File: src/design/cqss_ram.sv
module cqss_ram #(
    parameter int WIDTH = 64,
    parameter int DEPTH = 64
) (
    input  logic                                     clk,
    input  logic                                     we,
    input  logic [$clog2((DEPTH > 1) ? DEPTH : 2)-1:0] waddr,
    input  logic [WIDTH-1:0]                         wdata,
    input  logic [$clog2((DEPTH > 1) ? DEPTH : 2)-1:0] raddr,
    output logic [WIDTH-1:0]                         rdata
);
    logic [WIDTH-1:0] mem [DEPTH];

    always_ff @(posedge clk)
    begin
        if (we)
        begin
            mem[waddr] <= wdata;
        end
        rdata <= mem[raddr];
    end
endmodule

File: config.mk
export PLATFORM = sky130hd
export DESIGN_NAME = cqss_ram
export DESIGN_NICKNAME = d
export VERILOG_FILES = /design/src/design/cqss_ram.sv
export SDC_FILE = /design/constraint.sdc
export NUM_CORES = 2
export LEC_CHECK = 0
export BUFFER_PORTS_ARGS = -buffer_cell sky130_fd_sc_hd__buf_2
export CAP_MARGIN = 0
export CORE_MARGIN = 1.5
export CORE_UTILIZATION = 30
export DETAILED_ROUTE_END_ITERATION = 6
export GPL_TIMING_DRIVEN = 0
export PLACE_DENSITY = 0.41
export SLEW_MARGIN = 20
export SYNTH_ARGS = -nofsm -noshare
export SYNTH_HDL_FRONTEND = slang
export SYNTH_SLANG_ARGS = --single-unit
File: constraint.sdc
create_clock -name clk -period 7 [get_ports clk]
set_input_delay 0.35 -clock clk [delete_from_list [all_inputs] [get_ports clk]]
set_output_delay 0.35 -clock clk [all_outputs]
set_load 0.02 [all_outputs]
Yosys cells after proc, flatten, opt, wreduce, memory -nomap -nowiden
Memory sizes are Yosys's and may differ from the RTL's. A register that Yosys moved wholly into a read port is not among the register bits.
Cells that the tools add are included.
W data, S select, Z words.
{ "word_totals": {"register_bits": 0, "latchBits": 0, "mem_bits_rw": 4096, "rom_bits": 0, "in_bits": 78, "elab_cells": 3, "mem_count": 1} }
{ "classes": {"n_addsub": 0, "multipliers": 0, "div_mod_pow": 0, "n_lt_le_gt_ge": 0, "n_eq_ne": 0, "n_shift": 0, "muxes": 2, "bitwise_logic": 0, "n_reduce_logical": 0} }
{ "memory_table": {"columns": ["name", "depth", "word_bits", "rd", "rd_ports_with_merged_regs", "wr", "line_no", "text"], "rows": [
  ["mem", 64, 64, 1, 1, 1, "12", "logic [WIDTH-1:0] mem [DEPTH];"]
]} }
{ "op_table": {"columns": ["op", "n"], "rows": [
  ["$mux W1", 2]
]} }

Depth between registers and ports, before layout
{ "depth": {"ltp_word": 2, "mapped_depth": 9, "depth_no_buf": 5} }

Worst setup path before layout
Ideal clock, no wire load.
{ "synth_timing": {"kind": "input to register", "from": "input port waddr[3] (netlist bit)", "to": "memory mem[48][0], enable pin", "setup_time_ps": 564, "arrival_ps": 5222, "required_ps": 6436, "slack_ps": 1214, "path_stages": 4, "cell_sequence": "clkbuf_1 > nor2b_1 > nand4b_1 > nor3_1"} }
{ "synth_rtl": {"columns": ["item", "line_no", "text"], "rows": [
  ["start: declaration", "7", "input logic [$clog2((DEPTH > 1) ? DEPTH : 2)-1:0] waddr,"],
  ["end: declaration", "12", null]
]} }
Straight into the memory's write port.

==> impl_metrics.env <==
export IMPL_final_util=0.3627
export IMPL_final_fill_count=47560
export IMPL_static_leakage_power_nw=58.19
export IMPL_cts_resized=0
export IMPL_synth_top_area_frac=0.7867
export IMPL_power_density_nw_per_um2=287.5
export IMPL_routed_via_density=5.081
export IMPL_synth_distinct_cells=33
export IMPL_yosysTopAreaCell="edfxtp_1"
export IMPL_grt_pass1_vias=78940
export IMPL_multi_input_area_um2=30880
export IMPL_num_vias=75600
export IMPL_p_switching_mw=12.03
export IMPL_hold_slack_ns=0.1185
export IMPL_fin_area_um2=187900
export IMPL_cp_start_kind="primary input"
export IMPL_clock_sinks=4160
export IMPL_synth_seq_area_share=0.7949
export IMPL_synth_top_flop_cell="edfxtp_1"
export IMPL_async_flop_share=0
export IMPL_die_h_um=724.9
export IMPL_layout_area_seq_um2=124300
export IMPL_start_util=0.3019
export IMPL_post_drt_wl_per_cell_um=33.71
export IMPL_p_int_mw=41.98
export IMPL_synth_compound_area_frac=0.02477
export IMPL_cts_tree="yes"
export IMPL_power_mw=54.01
export IMPL_synth_area_um2=156300
export IMPL_finalCriticalPeriod_ns=4.185
export IMPL_p_clk_frac=0.433
export IMPL_io_buffer_count=133
export IMPL_rsz0062_at_grt="no"
export IMPL_finalHoldViolations=0
export IMPL_setup_viol=0
export IMPL_nets=7628
export IMPL_routed_wl_um=501600
export IMPL_pwr_share_seq=0.512
export IMPL_ys_ff_latch=4160
export IMPL_synth_common_cells="edfxtp_1, mux4_2, buf_2, a22oi_1, clkbuf_1"
export IMPL_io_pins=142
export IMPL_worstSkewPairLatency_ns=1.04
export IMPL_slew_headroom=0.1399
export IMPL_finalWorstSetupSlack_ns=2.815
export IMPL_grt_max_degree=65
export IMPL_fp_coreArea_um2=517900
export IMPL_post_cts_buffers=0
export IMPL_max_cap_violations=0
export IMPL_crit_required_ns=7.77
export IMPL_fmax_ghz=0.2389
export IMPL_hpwlAfterDp_um=346200
export IMPL_p_sw_frac=0.2228
export IMPL_synth_top_family_by_area="multiplexers"
export IMPL_die_area_um2=525500
export IMPL_fin_crit_sh=0.5979
export IMPL_synthSimpleGateAreaFrac=0.01240
export IMPL_num_rows=264
export IMPL_synth_area_top_cells="edfxtp_1, mux4_2, mux2i_1"
export IMPL_status="finished clean"
export IMPL_rr_worst_depth=5
export IMPL_worst_setup_path_type="in -> reg"
export IMPL_place_ws_ns=1.843
export IMPL_yosys_mux_area_fraction=0.1561
export IMPL_globalRouteOverflowTotal=0
export IMPL_cts_buffers_inserted=452
export IMPL_drc=0
export IMPL_crit_fanout=10
export IMPL_slew_viol_final=0
export IMPL_yosysMostFrequentCell="edfxtp_1"
export IMPL_hold_path_depth=1
export IMPL_syn_area_per_cell_um2=23.70
export IMPL_synthCells=6598
export IMPL_tightest_slew_ns=1.282
export IMPL_postRouteAntennaNets=0
export IMPL_grt_pass1_wl_um=681500
export IMPL_htreeDepth=5
export IMPL_skew_ns=0.05853
export IMPL_gp_congestion=0.7622
export IMPL_drive_above_1_share=0.3050
export IMPL_critical_path_arrival_ns=4.96
export IMPL_synth_edf_count=4096
export IMPL_synth_nets=6676
export IMPL_pwr_share_comb=0.055
export IMPL_antenna_found_initial=61
export IMPL_ys_warn_count=0
export IMPL_cts_root_buf="clkbuf_16"
export IMPL_die_x_um=724.9
export IMPL_ir_drop_v=0.0001903
export IMPL_min_path_type="in -> reg"
export IMPL_synthAdderAreaFrac=0
export IMPL_synth_xor_area_share=0
export IMPL_path_clk_slew_ns=0.06
export IMPL_placed_cell_area_um2=172700
export IMPL_drt_iter0_drc=8353
export IMPL_cp_end_kind="register"
export IMPL_clockBufferDepth=4
export IMPL_syn_to_final_growth_pct=20.16
export IMPL_dr_pass1_iters=6
export IMPL_grt_total_usage=0.1872
[routing by layer]
metal,GRT usage,vias to the layer above,routed length [um]
met4,0.04622,6,13350
met5,0,-,40
met1,0.2581,42140,217500
met3,0.02601,576,26120
li1,-,30560,-
met2,0.3136,2318,244500
[registers in the layout, indices dropped and copies added, names as in the netlist]
register / cells
mem: 4096
rdata: 64
[power groups by stage]
stage,logic [mW],clock network [mW],registers (mW)
floorplan,1.28,0,28.2
finish,3.00,23.4,27.6
global route,3.17,24.8,27.6
global placement,2.89,0,28.2
detailed placement,3.03,0,28.2
CTS,3.06,23.9,27.6
[cells by family (layout without fill, tap and decap cells)]
| kind of cell | after synthesis | in the layout |
|---|---|---|
| DFF | 4160 | 4160 |
| muxes | 1159 | 1159 |
| AOI/OAI and AO/OA | 504 | 504 |
| buffers and inverters | 389 | 1732 |
| and+or+nand+nor | 386 | 386 |
| other | 0 | 23 |
[area by class of cell]
cell class	instances	area share
plain buffers	370	0.009517
inverters	19	0.0003796
diodes	23	0.0003064
multi-input cells	2049	0.1644
flip-flops and latches	4160	0.6615
clock buffers	588	0.06465
well taps	6916	0.04606
clock inverters	257	0.01202
repair buffers	498	0.04116
[per-stage QoR]
step                 TNS, ns  cells
finish                     0  14880
CTS                        0  14840
floorplan                  0   6598
global placement    -8735.68  13650
detailed placement         0  13950
global route               0  14860
[worst paths after layout]
path / startpoint / to / slack, ns
hold / removal: wdata[61] / mem[12][61] / 0.12
setup / recovery: raddr[2] / rdata[7] / 2.82
setup reg to reg: mem[62][7] / rdata[7] / 3.88
hold reg to reg: mem[36][18] / rdata[18] / 0.94
[critical path, cell delays in order]
cell	delay [ns]
buf_2	0.32
buf_4	0.38
buf_2	0.54
buf_2	0.61
buf_4	0.38
mux2i_1	0.11
o22ai_1	0.73
a31oi_1	0.34
a211oi_1	1.11
[placed cells by master, fill, tap and decap left out, types with 23 or more instances in the layout]
cell type,n
a211oi_1,56
a22o_1,88
a22oi_1,168
and3_1,64
buf_12,197
buf_16,76
buf_2,243
buf_4,116
bufinv_16,34
clkbuf_1,246
clkbuf_16,463
clkinv_1,108
clkinv_2,82
dfxtp_1,64
diode_2,23
dlygate4sd3_1,63
edfxtp_1,4096
mux2i_1,135
mux4_2,1024
nand2_1,58
nand3_1,45
nor2_1,49
nor2_4,62
nor2b_1,28
o221ai_1,38
o22ai_1,80
or2_2,28
or3_1,29
[what timing repair did]
| action | 4_1_cts | 5_1_grt |
|---|---|---|
| hold buffers | 44 | 19 |
| endpoints found under the setup margin | 0 | 0 |
| endpoints found under the hold margin | 2684 | 1162 |
No activity file was read; power rests on OpenSTA's default activity.
