## src/design/cqss_pkg.sv

```systemverilog
package cqss_pkg;

    typedef enum logic [1:0] {
        KIND_INIT      = 2'd0,
        KIND_RECOMPUTE = 2'd1,
        KIND_NEXT      = 2'd2,
        KIND_UPDATE    = 2'd3
    } kind_t;

    localparam int unsigned WORD_W = 64;
    localparam int unsigned MAG_W  = 63;
    localparam logic [63:0] Q_MAX  = 64'h7FFF_FFFF_FFFF_FFFF;
    localparam logic [63:0] Q_MIN  = 64'h8000_0000_0000_0000;

    typedef struct packed {
        logic        start;
        logic [63:0] num;
        logic [63:0] den;
    } div_req_t;

    typedef struct packed {
        logic        done;
        logic [62:0] quo;
    } div_rsp_t;

    // signed add of an unsigned magnitude, saturating
    function automatic logic [63:0] add_mag(input logic [63:0] a, input logic [63:0] m);
        logic [64:0] s;
        begin
            s = {1'b0, a ^ Q_MIN} + {1'b0, m};
            add_mag = s[64] ? Q_MAX : (s[63:0] ^ Q_MIN);
        end
    endfunction

    function automatic logic [63:0] sub_mag(input logic [63:0] a, input logic [63:0] m);
        logic [64:0] s;
        begin
            s = {1'b0, a ^ Q_MIN} - {1'b0, m};
            sub_mag = s[64] ? Q_MIN : (s[63:0] ^ Q_MIN);
        end
    endfunction

endpackage

```

## src/design/cqss_div.sv

```systemverilog
// Restoring radix-2 divider: (num << 32) / den, one bit per cycle, 96 steps.
module cqss_div (
    input  logic                clk,
    input  logic                rst_n,
    input  cqss_pkg::div_req_t  req,
    output cqss_pkg::div_rsp_t  rsp
);
    import cqss_pkg::*;

    logic [95:0] dividend_reg;
    logic [63:0] rem_reg;
    logic [63:0] den_reg;
    logic [62:0] quo_reg;
    logic        over_reg;
    logic [6:0]  cnt_reg;
    logic        busy_reg;
    logic        done_reg;

    logic [64:0] shifted;
    logic        take;
    logic [63:0] rem_next;

    always_comb
    begin
        shifted  = {rem_reg, dividend_reg[95]};
        take     = shifted >= {1'b0, den_reg};
        rem_next = take ? 64'(shifted - {1'b0, den_reg}) : shifted[63:0];
    end

    always_ff @(posedge clk or negedge rst_n)
    begin
        if (!rst_n)
        begin
            busy_reg <= 1'b0;
            done_reg <= 1'b0;
            cnt_reg  <= '0;
        end
        else
        begin
            done_reg <= 1'b0;
            if (req.start)
            begin
                busy_reg     <= 1'b1;
                cnt_reg      <= 7'd95;
                dividend_reg <= {req.num, 32'd0};
                den_reg      <= req.den;
                rem_reg      <= '0;
                quo_reg      <= '0;
                over_reg     <= 1'b0;
            end
            else if (busy_reg)
            begin
                rem_reg      <= rem_next;
                dividend_reg <= {dividend_reg[94:0], 1'b0};
                if (take && cnt_reg >= 7'd63)
                begin
                    over_reg <= 1'b1;
                end
                quo_reg <= {quo_reg[61:0], take & (cnt_reg < 7'd63)};
                if (cnt_reg == 7'd0)
                begin
                    busy_reg <= 1'b0;
                    done_reg <= 1'b1;
                end
                else
                begin
                    cnt_reg <= cnt_reg - 7'd1;
                end
            end
        end
    end

    assign rsp.done = done_reg;
    assign rsp.quo  = over_reg ? Q_MAX[62:0] : quo_reg;
endmodule

```

## config.mk

```make
export PLATFORM = sky130hd
export DESIGN_NAME = cqss_div
export DESIGN_NICKNAME = d
export VERILOG_FILES = /design/src/design/cqss_pkg.sv /design/src/design/cqss_div.sv
export SDC_FILE = /design/constraint.sdc
export NUM_CORES = 1
export LEC_CHECK = 0
export ABC_CLOCK_PERIOD_IN_PS = 7900
export BUFFER_PORTS_ARGS = -buffer_cell sky130_fd_sc_hd__buf_4
export CAP_MARGIN = 20
export CELL_PAD_IN_SITES_DETAIL_PLACEMENT = 1
export CELL_PAD_IN_SITES_GLOBAL_PLACEMENT = 1
export CORE_UTILIZATION = 50
export DETAILED_ROUTE_END_ITERATION = 8
export PLACE_DENSITY = 0.93
export SLEW_MARGIN = 20
export SYNTH_ARGS = -nofsm -noshare
export SYNTH_HDL_FRONTEND = slang
export SYNTH_SLANG_ARGS = --single-unit
```

## constraint.sdc

```tcl
create_clock -name clk -period 7.9 [get_ports clk]
set_input_delay 1.185 -clock clk [delete_from_list [all_inputs] [get_ports clk]]
set_output_delay 1.185 -clock clk [all_outputs]
set_load 0.1 [all_outputs]
```

# ---- After elaboration in Yosys (flattened, before gate mapping)
# Cells that the tools add are included.
# W data, S select, Z words.
dict set report totals {
  ff_bits 297
}
dict set report classes {
  addsub 2
  n_lt_le_gt_ge 3
  n_eq_ne 1
  mux 17
  bitwise 1
  reduce_logical 6
}
# operator n
set op_table {}
lappend op_table {{$mux W96} 2}
lappend op_table {{$mux W64} 2}
lappend op_table {{$mux W63} 2}
lappend op_table {{$ge A65 B64 Y1} 1}
lappend op_table {{$sub A64 B64 Y64} 1}
lappend op_table {{$mux W7} 3}
lappend op_table {{$mux W1} 8}
lappend op_table {{$ge A7 B6 Y1 const B} 1}
lappend op_table {{$logic_not A7 Y1} 1}
lappend op_table {{$lt A7 B6 Y1 const B} 1}
lappend op_table {{$sub A7 B1 Y7 const B} 1}
lappend op_table {{$reduce_and A2 Y1} 3}
lappend op_table {{$ne A2 B2 Y1 const B} 1}
lappend op_table {{$reduce_bool A2 Y1} 1}
lappend op_table {{$and A1 B1 Y1} 1}
lappend op_table {{$logic_and A1 B1 Y1} 1}

# ---- Logic depth before layout (Yosys ltp)
# Gate-level depths: netlist of run 1.
dict set report logic_depth {
  depth_word 4
  ltp_mapped 15
}

# ---- Worst setup path after synthesis of run 1
# Ideal clock, no wire load.
dict set report synth_path {
  path_type {input-to-reg}
  from {input port req[128] in the netlist's numbering}
  to {register dividend_reg[32] (enable)}
  setup_ns 0.493
  t_arrival_ns 4.538
  required_time_ns 7.407
  slack_ns 2.869
  cell_stages 4
  n_path_buf 2
  cell_sequence {clkbuf_1 nor2_1 clkbuf_1 nor2b_1}
}
dict set report synth_between {
  elab_chain_len 2
}
# item line
set synth_lines {}
lappend synth_lines {{from (decl)} cqss_div.sv:5} ;# input cqss_pkg::div_req_t req,
lappend synth_lines {{$reduce_bool A2 Y1 (no line)} --}
lappend synth_lines {{$reduce_and A2 Y1 (no line)} --}
lappend synth_lines {{to (signal assigned)} cqss_div.sv:45} ;# dividend_reg <= {req.num, 32'd0};
lappend synth_lines {{to (signal assigned)} cqss_div.sv:54} ;# dividend_reg <= {dividend_reg[94:0], 1'b0};
lappend synth_lines {{to (decl)} cqss_div.sv:10} ;# logic [95:0] dividend_reg;
# Every way passes these cells.
# A chain may end at the register's enable or synchronous reset.

# ---- Worst setup path in the final report of run 1
dict set report layout_path {
  from {register rem_reg[6]}
  to {register rem_reg[61] (data pin)}
}
dict set report layout_between {
  elab_chain_len 3
}
# item line
set layout_lines {}
lappend layout_lines {{from (decl)} cqss_div.sv:11} ;# logic [63:0] rem_reg;
lappend layout_lines {{from (signal assigned)} cqss_div.sv:53} ;# rem_reg <= rem_next;
lappend layout_lines {{$sub A64 B64 Y64 or $ge A65 B64 Y1 (tied branches)} {cqss_div.sv:27, cqss_div.sv:26}}
lappend layout_lines {{$mux W64 *} cqss_div.sv:27} ;# rem_next = take ? 64'(shifted - {1'b0, den_reg}) : shifted[63:0];
lappend layout_lines {{$mux W64 *} cqss_div.sv:51} ;# else if (busy_reg)
# Mark *: on every way between the ends. The rest lies on a longest branch, timed or not.

==> results.yml, run 1 <==
floorplanning:
  die_area_um2: 34900
  dieWidth_um: 187
  start_util: 0.509
  rows: 67
  die_h_um: 187
  core_um2: 33600
  io_pins: 195
finish:
  drive_above_1_share: 0.190
  largest_register_ffs: 96
  area_growth_syn_to_layout_pct: 16.9
  finalNonFillerCells: 2244
  final_area_um2: 20000
  n_antenna_cell: 0
  fin_nets: 1970
critical_path:
  crit_arrival_ns: 4.40
  crit_required_ns: 8.12
  cp_max_fo: 47
  start_kind: "flip-flop"
  reg2reg_depth: 12
  worst-r2r-setup-slack_ns: 3.72
  crit_type: "reg -> reg"
  endpoint_kind: "flip-flop"
route:
  dr.pass1.iters: 5
  drtIter0Drc: 964
  vias: 13400
  drc_errors: 0
  vias_per_cell: 5.99
  final_antenna_net_count: 0
  wl_per_cell_um: 21.2
  routed_wl_um: 47600
sta:
  finalSetupViolCount: 0
  fmax_ghz: 0.239
  tightest_slew_ns: 1.04
  fin_crit_sh: 0.529
  skew_ns: 0.0249
  slew_headroom: 0.309
  post-route-min-period_ns: 4.18
  hold_ws_ns: 0.537
  slew_violations: 0
  hold_viol_final: 0
  grt_setup_unrepaired: "false"
  tns_ns: 0
  setup_slack_ns: 3.72
clock_network:
  cts_made_buffers: 35
  tritoncts: "yes"
  cts_setup_buffers: 0
  clockBufferDepth: 3
  clock-root-buffer: "clkbuf_16"
  clock-sinks: 297
  h-tree-depth: 2
  postCtsResizedCells: 0
  holdBufCountCts: 0
  path_clk_slew_ns: 0.06
  clkLatencyLatePin_ns: 0.53
yosys:
  synth-edff-count: 288
  synth_top_area_cell: "edfxtp_1"
  synth.most_common_cell: "edfxtp_1"
  synth_seq_area_share: 0.519
  synth_area_um2: 17100
  ys_types: 66
  syn_nets: 1832
  synth_ff_type: "edfxtp_1"
  synth_commonest_cells: "edfxtp_1 (288), nor2_1 (186), nand2_1 (163), a21oi_1 (99), mux2i_1 (95)"
  syn_avg_cell_area_um2: 10.5
  syn_inst: 1633
  yosysWarnings: 0
  synth_area_leaders: "edfxtp_1 (51%), mux2i_1 (5.6%), ha_1 (4.9%), nor2_1 (4.1%), nand2_1 (3.6%)"
  synth_top_cell_area_share: 0.506
  synth_seq_cells: 297
  async_flop_share: 0.0303
power_and_ir_drop:
  p_leak_uw: 0.00857
  power_density_nw_per_um2: 258
  vdd_drop_max_mv: 0.182
placed_design:
  place_ws_ns: 3.67
  dp_cells: 2182
  place_congestion: 0.917
  io_buffers: 194
  dpl.hpwl_um: 32400
  place_area_um2: 18800
grt:
  grt_pass1_vias: 14100
  grt_pass1_wl_um: 76700
  antenna_found_initial: 0
  grt_overflow: 0
  grtUsageTotal: 0.272
  grt_max_degree: 93
min_path:
  hold_depth: 1
  hp-class: "reg -> reg"
run_status:
  status: "complete, no violations"
flow_run:
  maxCapViolCount: 0
-- cells by family (layout without fill, tap and decap cells) --
kind of cell	count (synthesis)	after routing	synth area share
mux	98	98	0.0576
flops	297	297	0.519
compound gates	395	395	0.159
fa+ha+maj	68	68	0.0502
simple gates	531	531	0.142
xor+xnor	59	59	0.0302
buf+inv	185	348	0.0419
-- cells in the final DEF (no fill, tap or decap), types with 6 or more instances in the layout --
cell type	instances
ha_1	67
nand2b_1	16
xnor2_1	46
inv_1	80
a21oi_1	99
a22o_1	63
a22oi_1	13
nand2_1	163
a31oi_1	16
nor2_1	185
dfrtp_1	8
mux2i_1	95
xor2_1	13
clkbuf_16	35
and2_1	10
a21o_1	20
a311oi_1	38
a211oi_1	11
buf_4	204
o21ai_0	62
or2_2	64
nor3_1	14
o211ai_1	11
nand4_1	24
edfxtp_1	288
and3_1	6
clkinv_2	8
nand3_1	18
o21bai_1	16
o21a_1	9
-- final timing paths --
kind	startpoint	to
setup / recovery	rem_reg[6]	rem_reg[61]
setup reg to reg	rem_reg[6]	rem_reg[61]
max in group asynchronous	rst_n	busy_reg
hold / removal	dividend_reg[71]	dividend_reg[72]
hold reg to reg	dividend_reg[71]	dividend_reg[72]
min in group asynchronous	rst_n	cnt_reg[0]
-- area by class of cell --
class	instances	area, um^2
Fill cell	3618	13600
Sequential cell	297	8880
Multi-Input combinational cell	1151	7550
Timing Repair Buffer	206	1550
Clock buffer	40	905
Tap cell	448	561
Inverter	80	300
Clock inverter	22	245
-- layer usage --
metal | routed length, um | track usage
met1 | 20800 | 0.362
met2 | 22900 | 0.455
met3 | 2690 | 0.0426
met4 | 1230 | 0.0858
met5 | 0 | 0
-- per-stage QoR --
step            util  power, uW
6_report       0.595       5150
5_1_grt        0.595       5360
4_1_cts        0.594       5160
3_5_place_dp   0.560       3490
3_3_place_gp   0.560       3420
2_1_floorplan      -       3070
-- where the power goes --
| group | switching, uW | internal (uW) |
|---|---|---|
| clock network | 660 | 988 |
| registers | 93.5 | 1910 |
| logic | 984 | 516 |
-- worst max-delay path, cell delays in order, from the launching register on --
cell and delay, ns:
edfxtp_1 0.42, ha_1 0.45, nand3_2 0.15, nor3_2 0.19, o211ai_1 0.17, a311oi_2 0.36
o21ai_1 0.18, o31a_1 0.40, o41ai_4 0.32, buf_4 0.53, nor2_2 0.30, a22oi_1 0.25
o21ai_0 0.13
No activity file was read; power rests on OpenSTA's default activity.
==> run 2, diff against run 1 <==
--- a/config.mk
+++ b/config.mk
@@ -5,14 +5,14 @@
 export SDC_FILE = /design/constraint.sdc
 export NUM_CORES = 1
 export LEC_CHECK = 0
-export ABC_CLOCK_PERIOD_IN_PS = 7900
+export ABC_CLOCK_PERIOD_IN_PS = 3650
 export BUFFER_PORTS_ARGS = -buffer_cell sky130_fd_sc_hd__buf_4
 export CAP_MARGIN = 20
 export CELL_PAD_IN_SITES_DETAIL_PLACEMENT = 1
 export CELL_PAD_IN_SITES_GLOBAL_PLACEMENT = 1
-export CORE_UTILIZATION = 50
+export CORE_UTILIZATION = 42
 export DETAILED_ROUTE_END_ITERATION = 8
-export PLACE_DENSITY = 0.93
+export PLACE_DENSITY = 0.85
 export SLEW_MARGIN = 20
 export SYNTH_ARGS = -nofsm -noshare
 export SYNTH_HDL_FRONTEND = slang
==> constraint.sdc (replaced) <==
create_clock -name clk -period 3.65 [get_ports clk]
set_input_delay 0.5475 -clock clk [delete_from_list [all_inputs] [get_ports clk]]
set_output_delay 0.5475 -clock clk [all_outputs]
set_load 0.1 [all_outputs]
==> results.yml, run 2 (same netlist as run 1, synthesis figures left out) <==
finish:
  multi_input_area_um2: 7810
  area_growth_syn_to_layout_pct: 21.8
  final_cell_mix: "edfxtp_1 (288), buf_4 (259), nor2_1 (184)"
  drive_above_1_share: 0.228
  largest_register_ffs: 96
  fill_cells: 4318
  fin_nets: 2038
  final_common_cell: "edfxtp_1"
  final_area_um2: 20800
  area.sequential_um2: 8880
run_status:
  status: "complete, no violations"
min_path:
  hold_start: "req[26]"
  hp-class: "in -> reg"
clock_network:
  tritoncts: "yes"
  clock-sinks: 297
  h-tree-depth: 2
  clock-root-buffer: "clkbuf_16"
  clockBufferDepth: 3
  cts_made_buffers: 36
  path_clk_slew_ns: 0.06
  clkLatencyLatePin_ns: 0.54
sta:
  post-route-min-period_ns: 3.53
  skew_ns: 0.0140
  hold_viol_final: 0
  slew_violations: 0
  finalSetupViolCount: 0
  slew_headroom: 0.400
  fmax_ghz: 0.283
  fin_crit_sh: 0.967
  tightest_slew_ns: 0.897
critical_path:
  critical_path.max_stage_delay_ns: 0.51
  crit_type: "reg -> reg"
  crit_required_ns: 4.05
  path_common_cell: "buf_4"
  slowest_stage: "or4_1"
  endpoint_kind: "flip-flop"
  r2r_start: "rem_reg[9]"
  path_cells: "ha_1 > buf_4 > nand4_1 > a2111o_1 > o21ai_0 > a21oi_1 > buf_4 > o21a_1 > and4_1 > or4_1 > nand2_1"
  critPathTopFamily: "compound AO/OA/AOI/OAI gates"
  cp_max_fo: 4
  worstPathBufferInverterCount: 2
  crit_arrival_ns: 3.93
  cp-startpoint: "rem_reg[9]"
  start_kind: "flip-flop"
flow_run:
  maxCapViolCount: 0
route:
  wl_per_cell_um: 20.0
  drc_errors: 0
  dr.pass1.iters: 5
  drtIter0Drc: 818
  final_antenna_net_count: 0
  vias: 13500
  routed_wl_um: 47900
  vias_per_cell: 5.65
grt:
  grt_pass1_wl_um: 76100
  antenna_found_initial: 1
  grt_pass1_vias: 14000
  grt_overflow: 0
  grtUsageTotal: 0.228
  grt_max_degree: 163
floorplanning:
  die_area_um2: 41500
  io_pins: 195
  die_h_um: 204
  dieWidth_um: 204
  rows: 73
  core_um2: 39900
  start_util: 0.428
power_and_ir_drop:
  power.share.switching: 0.344
  p_total_uw: 11100
  p_seq_frac: 0.390
  p_leak_uw: 0.00887
  power_frac_comb: 0.318
  clock_power_share: 0.292
  internal_power_uw: 7310
  power_density_nw_per_um2: 534
  p_sw_uw: 3830
  vdd_drop_max_mv: 0.376
placed_design:
  place_congestion: 0.902
  io_buffers: 194
  dpl.hpwl_um: 32400
  place_area_um2: 19400
-- run 2: metrics by stage --
step / TNS [ns] / std cells / util / worst slack, ns / hold WS [ns]
2_1_floorplan: 0 / 1633 / - / 0.355 / 0.252
3_3_place_gp: -0.0474 / 2315 / 0.487 / -0.0322 / 0.503
3_5_place_dp: -0.282 / 2315 / 0.487 / -0.0902 / 0.512
4_1_cts: 0 / 2379 / 0.514 / 0.0117 / 0.152
5_1_grt: -0.0356 / 2389 / 0.522 / -0.0328 / 0.164
6_report: 0 / 2389 / 0.522 / 0.122 / 0.182
-- run 2: final timing paths --
path	to	slack, ns	cells after the start
setup / recovery	rem_reg[63]	0.12	11
max in group asynchronous	busy_reg	2.07	3
hold reg to reg	dividend_reg[55]	0.54	1
setup reg to reg	rem_reg[63]	0.12	11
min in group asynchronous	cnt_reg[6]	0.58	2
hold / removal	den_reg[26]	0.18	1
-- run 2: what timing repair did --
| action | CTS | global route |
|---|---|---|
| gates resized for setup | 3 | 39 |
| gates cloned | 1 | 0 |
| setup buffers | 0 | 9 |
| pin swaps | 2 | 9 |
| hold buffers | 1 | 0 |
| endpoints found under the hold margin | 1 | 0 |
| endpoints found under the setup margin | 17 | 64 |
-- run 2: power by group through the flow --
| stage | registers [uW] | logic [uW] | clock network, uW |
|---|---|---|---|
| after floorplan | 4320 | 2340 | 0 |
| after global placement | 4370 | 3240 | 0 |
| after detailed placement | 4390 | 3350 | 0 |
| after CTS | 4330 | 3390 | 3330 |
| after global routing | 4380 | 3820 | 3430 |
| final | 4340 | 3540 | 3250 |
-- run 2: layout make-up --
class | count | share of cell area
antenna | 1 | 0.000120
clock buffer | 42 | 0.0443
clock inverter | 20 | 0.00516
inverter | 80 | 0.0144
multi-input combinational | 1152 | 0.375
sequential | 297 | 0.426
tap | 525 | 0.0315
timing repair buffer | 272 | 0.104
-- run 2: metal layers --
metal / share of wire / vias up / track usage
li1: - / 6390 / -
met1: 0.45 / 6685 / 0.310
met2: 0.48 / 341 / 0.373
met3: 0.042 / 93 / 0.0273
met4: 0.031 / 0 / 0.0862
met5: 0 / - / 0
==> run 3, diff against run 2 <==
--- a/config.mk
+++ b/config.mk
@@ -12,6 +12,7 @@
 export CELL_PAD_IN_SITES_GLOBAL_PLACEMENT = 1
 export CORE_UTILIZATION = 42
 export DETAILED_ROUTE_END_ITERATION = 8
+export MAX_ROUTING_LAYER = met4
 export PLACE_DENSITY = 0.85
 export SLEW_MARGIN = 20
 export SYNTH_ARGS = -nofsm -noshare
==> results.yml, run 3 (same netlist as run 1, synthesis figures left out) <==
route:
  vias_per_cell: 5.63
  wl_per_cell_um: 19.8
  vias: 13400
  drc_errors: 0
  drtIter0Drc: 955
  dr.pass1.iters: 5
  final_antenna_net_count: 0
  routed_wl_um: 47300
flow_run:
  maxCapViolCount: 0
grt:
  grt_pass1_wl_um: 75100
  grtUsageTotal: 0.234
  grt_max_degree: 134
  antenna_found_initial: 0
  met2_usage: 0.374
  grt_pass1_vias: 14000
  gr-max-usage-layer: "met2"
  met1_usage: 0.309
  grt_overflow: 0
  grt_use_met3: 0.0297
sta:
  fmax_ghz: 0.282
  post-route-min-period_ns: 3.55
  slew_violations: 0
  tns_ns: 0
  grt_setup_unrepaired: "true"
  finalSetupViolCount: 0
  hold_ws_ns: 0.165
  tightest_slew_ns: 0.887
  slew_headroom: 0.409
  fin_crit_sh: 0.972
  skew_ns: 0.0196
  hold_viol_final: 0
floorplanning:
  rows: 73
  die_area_um2: 41500
  io_pins: 195
  dieWidth_um: 204
  core_um2: 39900
  start_util: 0.428
  die_h_um: 204
power_and_ir_drop:
  internal_power_uw: 7510
  p_seq_frac: 0.382
  vdd_drop_max_mv: 0.440
  power_frac_comb: 0.307
  p_leak_uw: 0.00890
  power.share.switching: 0.340
  clock_power_share: 0.311
  p_sw_uw: 3860
  p_total_uw: 11400
  power_density_nw_per_um2: 545
min_path:
  hp-class: "in -> reg"
clock_network:
  cts_made_buffers: 36
  clock-sinks: 297
  path_clk_slew_ns: 0.06
  clkLatencyLatePin_ns: 0.56
  clockBufferDepth: 3
  tritoncts: "yes"
  holdBufCountCts: 0
  clock-root-buffer: "clkbuf_16"
  h-tree-depth: 2
critical_path:
  crit_arrival_ns: 3.96
  endpoint_kind: "flip-flop"
  crit_type: "reg -> reg"
  cp_max_fo: 6
  crit_required_ns: 4.07
  start_kind: "flip-flop"
finish:
  fill_cells: 4355
  final_cell_mix: "edfxtp_1 (288), buf_4 (260), nor2_1 (184)"
  largest_register_ffs: 96
  final_common_cell: "edfxtp_1"
  drive_above_1_share: 0.230
  area_growth_syn_to_layout_pct: 21.9
  fin_nets: 2035
  n_antenna_cell: 0
placed_design:
  place_congestion: 0.903
  dpl.hpwl_um: 33100
  io_buffers: 194
run_status:
  status: "complete, no violations"
==> run 3: changes by cell type in the layout (fill, tap and decap cells not counted), moves of 2 or more <==
cell / change
clkinv_4: +2
ha_4: -4
clkinv_1: -2
buf_12: -4
o21ai_2: +3
o21ai_0: +2
bufinv_16: +3
ha_1: +3
o21ai_1: -5
==> run 3: path summary, 6_finish.rpt <==
| kind | from | endpoint | slack (ns) | depth (start not counted) |
|---|---|---|---|---|
| max | rem_reg[27] | rem_reg[63] | 0.10 | 12 |
| min | req[24] | den_reg[24] | 0.16 | 1 |
| max reg2reg | rem_reg[27] | rem_reg[63] | 0.10 | 12 |
| min reg2reg | dividend_reg[63] | dividend_reg[64] | 0.53 | 1 |
| max in group asynchronous | rst_n | busy_reg | 2.40 | 2 |
| min in group asynchronous | rst_n | done_reg | 0.44 | 2 |
==> run 3: layout make-up <==
class	count	area [um^2]	area share
inverters	80	300	0.0144
repair buffers	269	2090	0.100
well taps	525	657	0.0315
clock inverters	23	221	0.0106
flip-flops and latches	297	8880	0.426
multi-input cells	1152	7780	0.373
clock buffers	42	923	0.0443
==> run 3: power by group through the flow <==
stage	clock network, uW	logic (uW)	registers [uW]
2_1_floorplan	0	2340	4320
3_3_place_gp	0	3230	4380
3_5_place_dp	0	3350	4390
4_1_cts	3640	3390	4330
5_1_grt	3730	3770	4380
6_report	3540	3490	4340
==> run 3: through the flow <==
stage | util | worst slack [ns] | std cells | cell area [um^2]
finish | 0.522 | 0.104 | 2388 | 20800
global route | 0.522 | -0.0364 | 2388 | 20800
CTS | 0.516 | 0.00253 | 2383 | 20600
detailed placement | 0.486 | -0.134 | 2317 | 19400
global placement | 0.486 | -0.0793 | 2317 | 19400
floorplan | - | 0.355 | 1633 | 17100
==> run 3: worst max-delay path: stages (launching register included) <==
cell	delay (ns)
edfxtp_1	0.41
ha_1	0.40
nand4_1	0.18
nor2_2	0.20
nand2_1	0.15
a311oi_4	0.33
o21ai_2	0.11
o31a_1	0.32
buf_4	0.17
o41ai_4	0.28
nand2_1	0.17
or4_1	0.58
nand2_1	0.08
==> run 3: layer usage <==
| layer | routed length, um | share of wire |
|---|---|---|
| met1 | 21500 | 0.45 |
| met2 | 22500 | 0.48 |
| met3 | 2200 | 0.047 |
| met4 | 1140 | 0.024 |
| met5 | 0 | 0 |
==> run 3: repair_timing <==
item                       4_1_cts  5_1_grt
setup buffers                    0        5
pin swaps                        2        8
gates cloned                     1        0
resized for setup                5       36
setup endpoints to repair       13       65
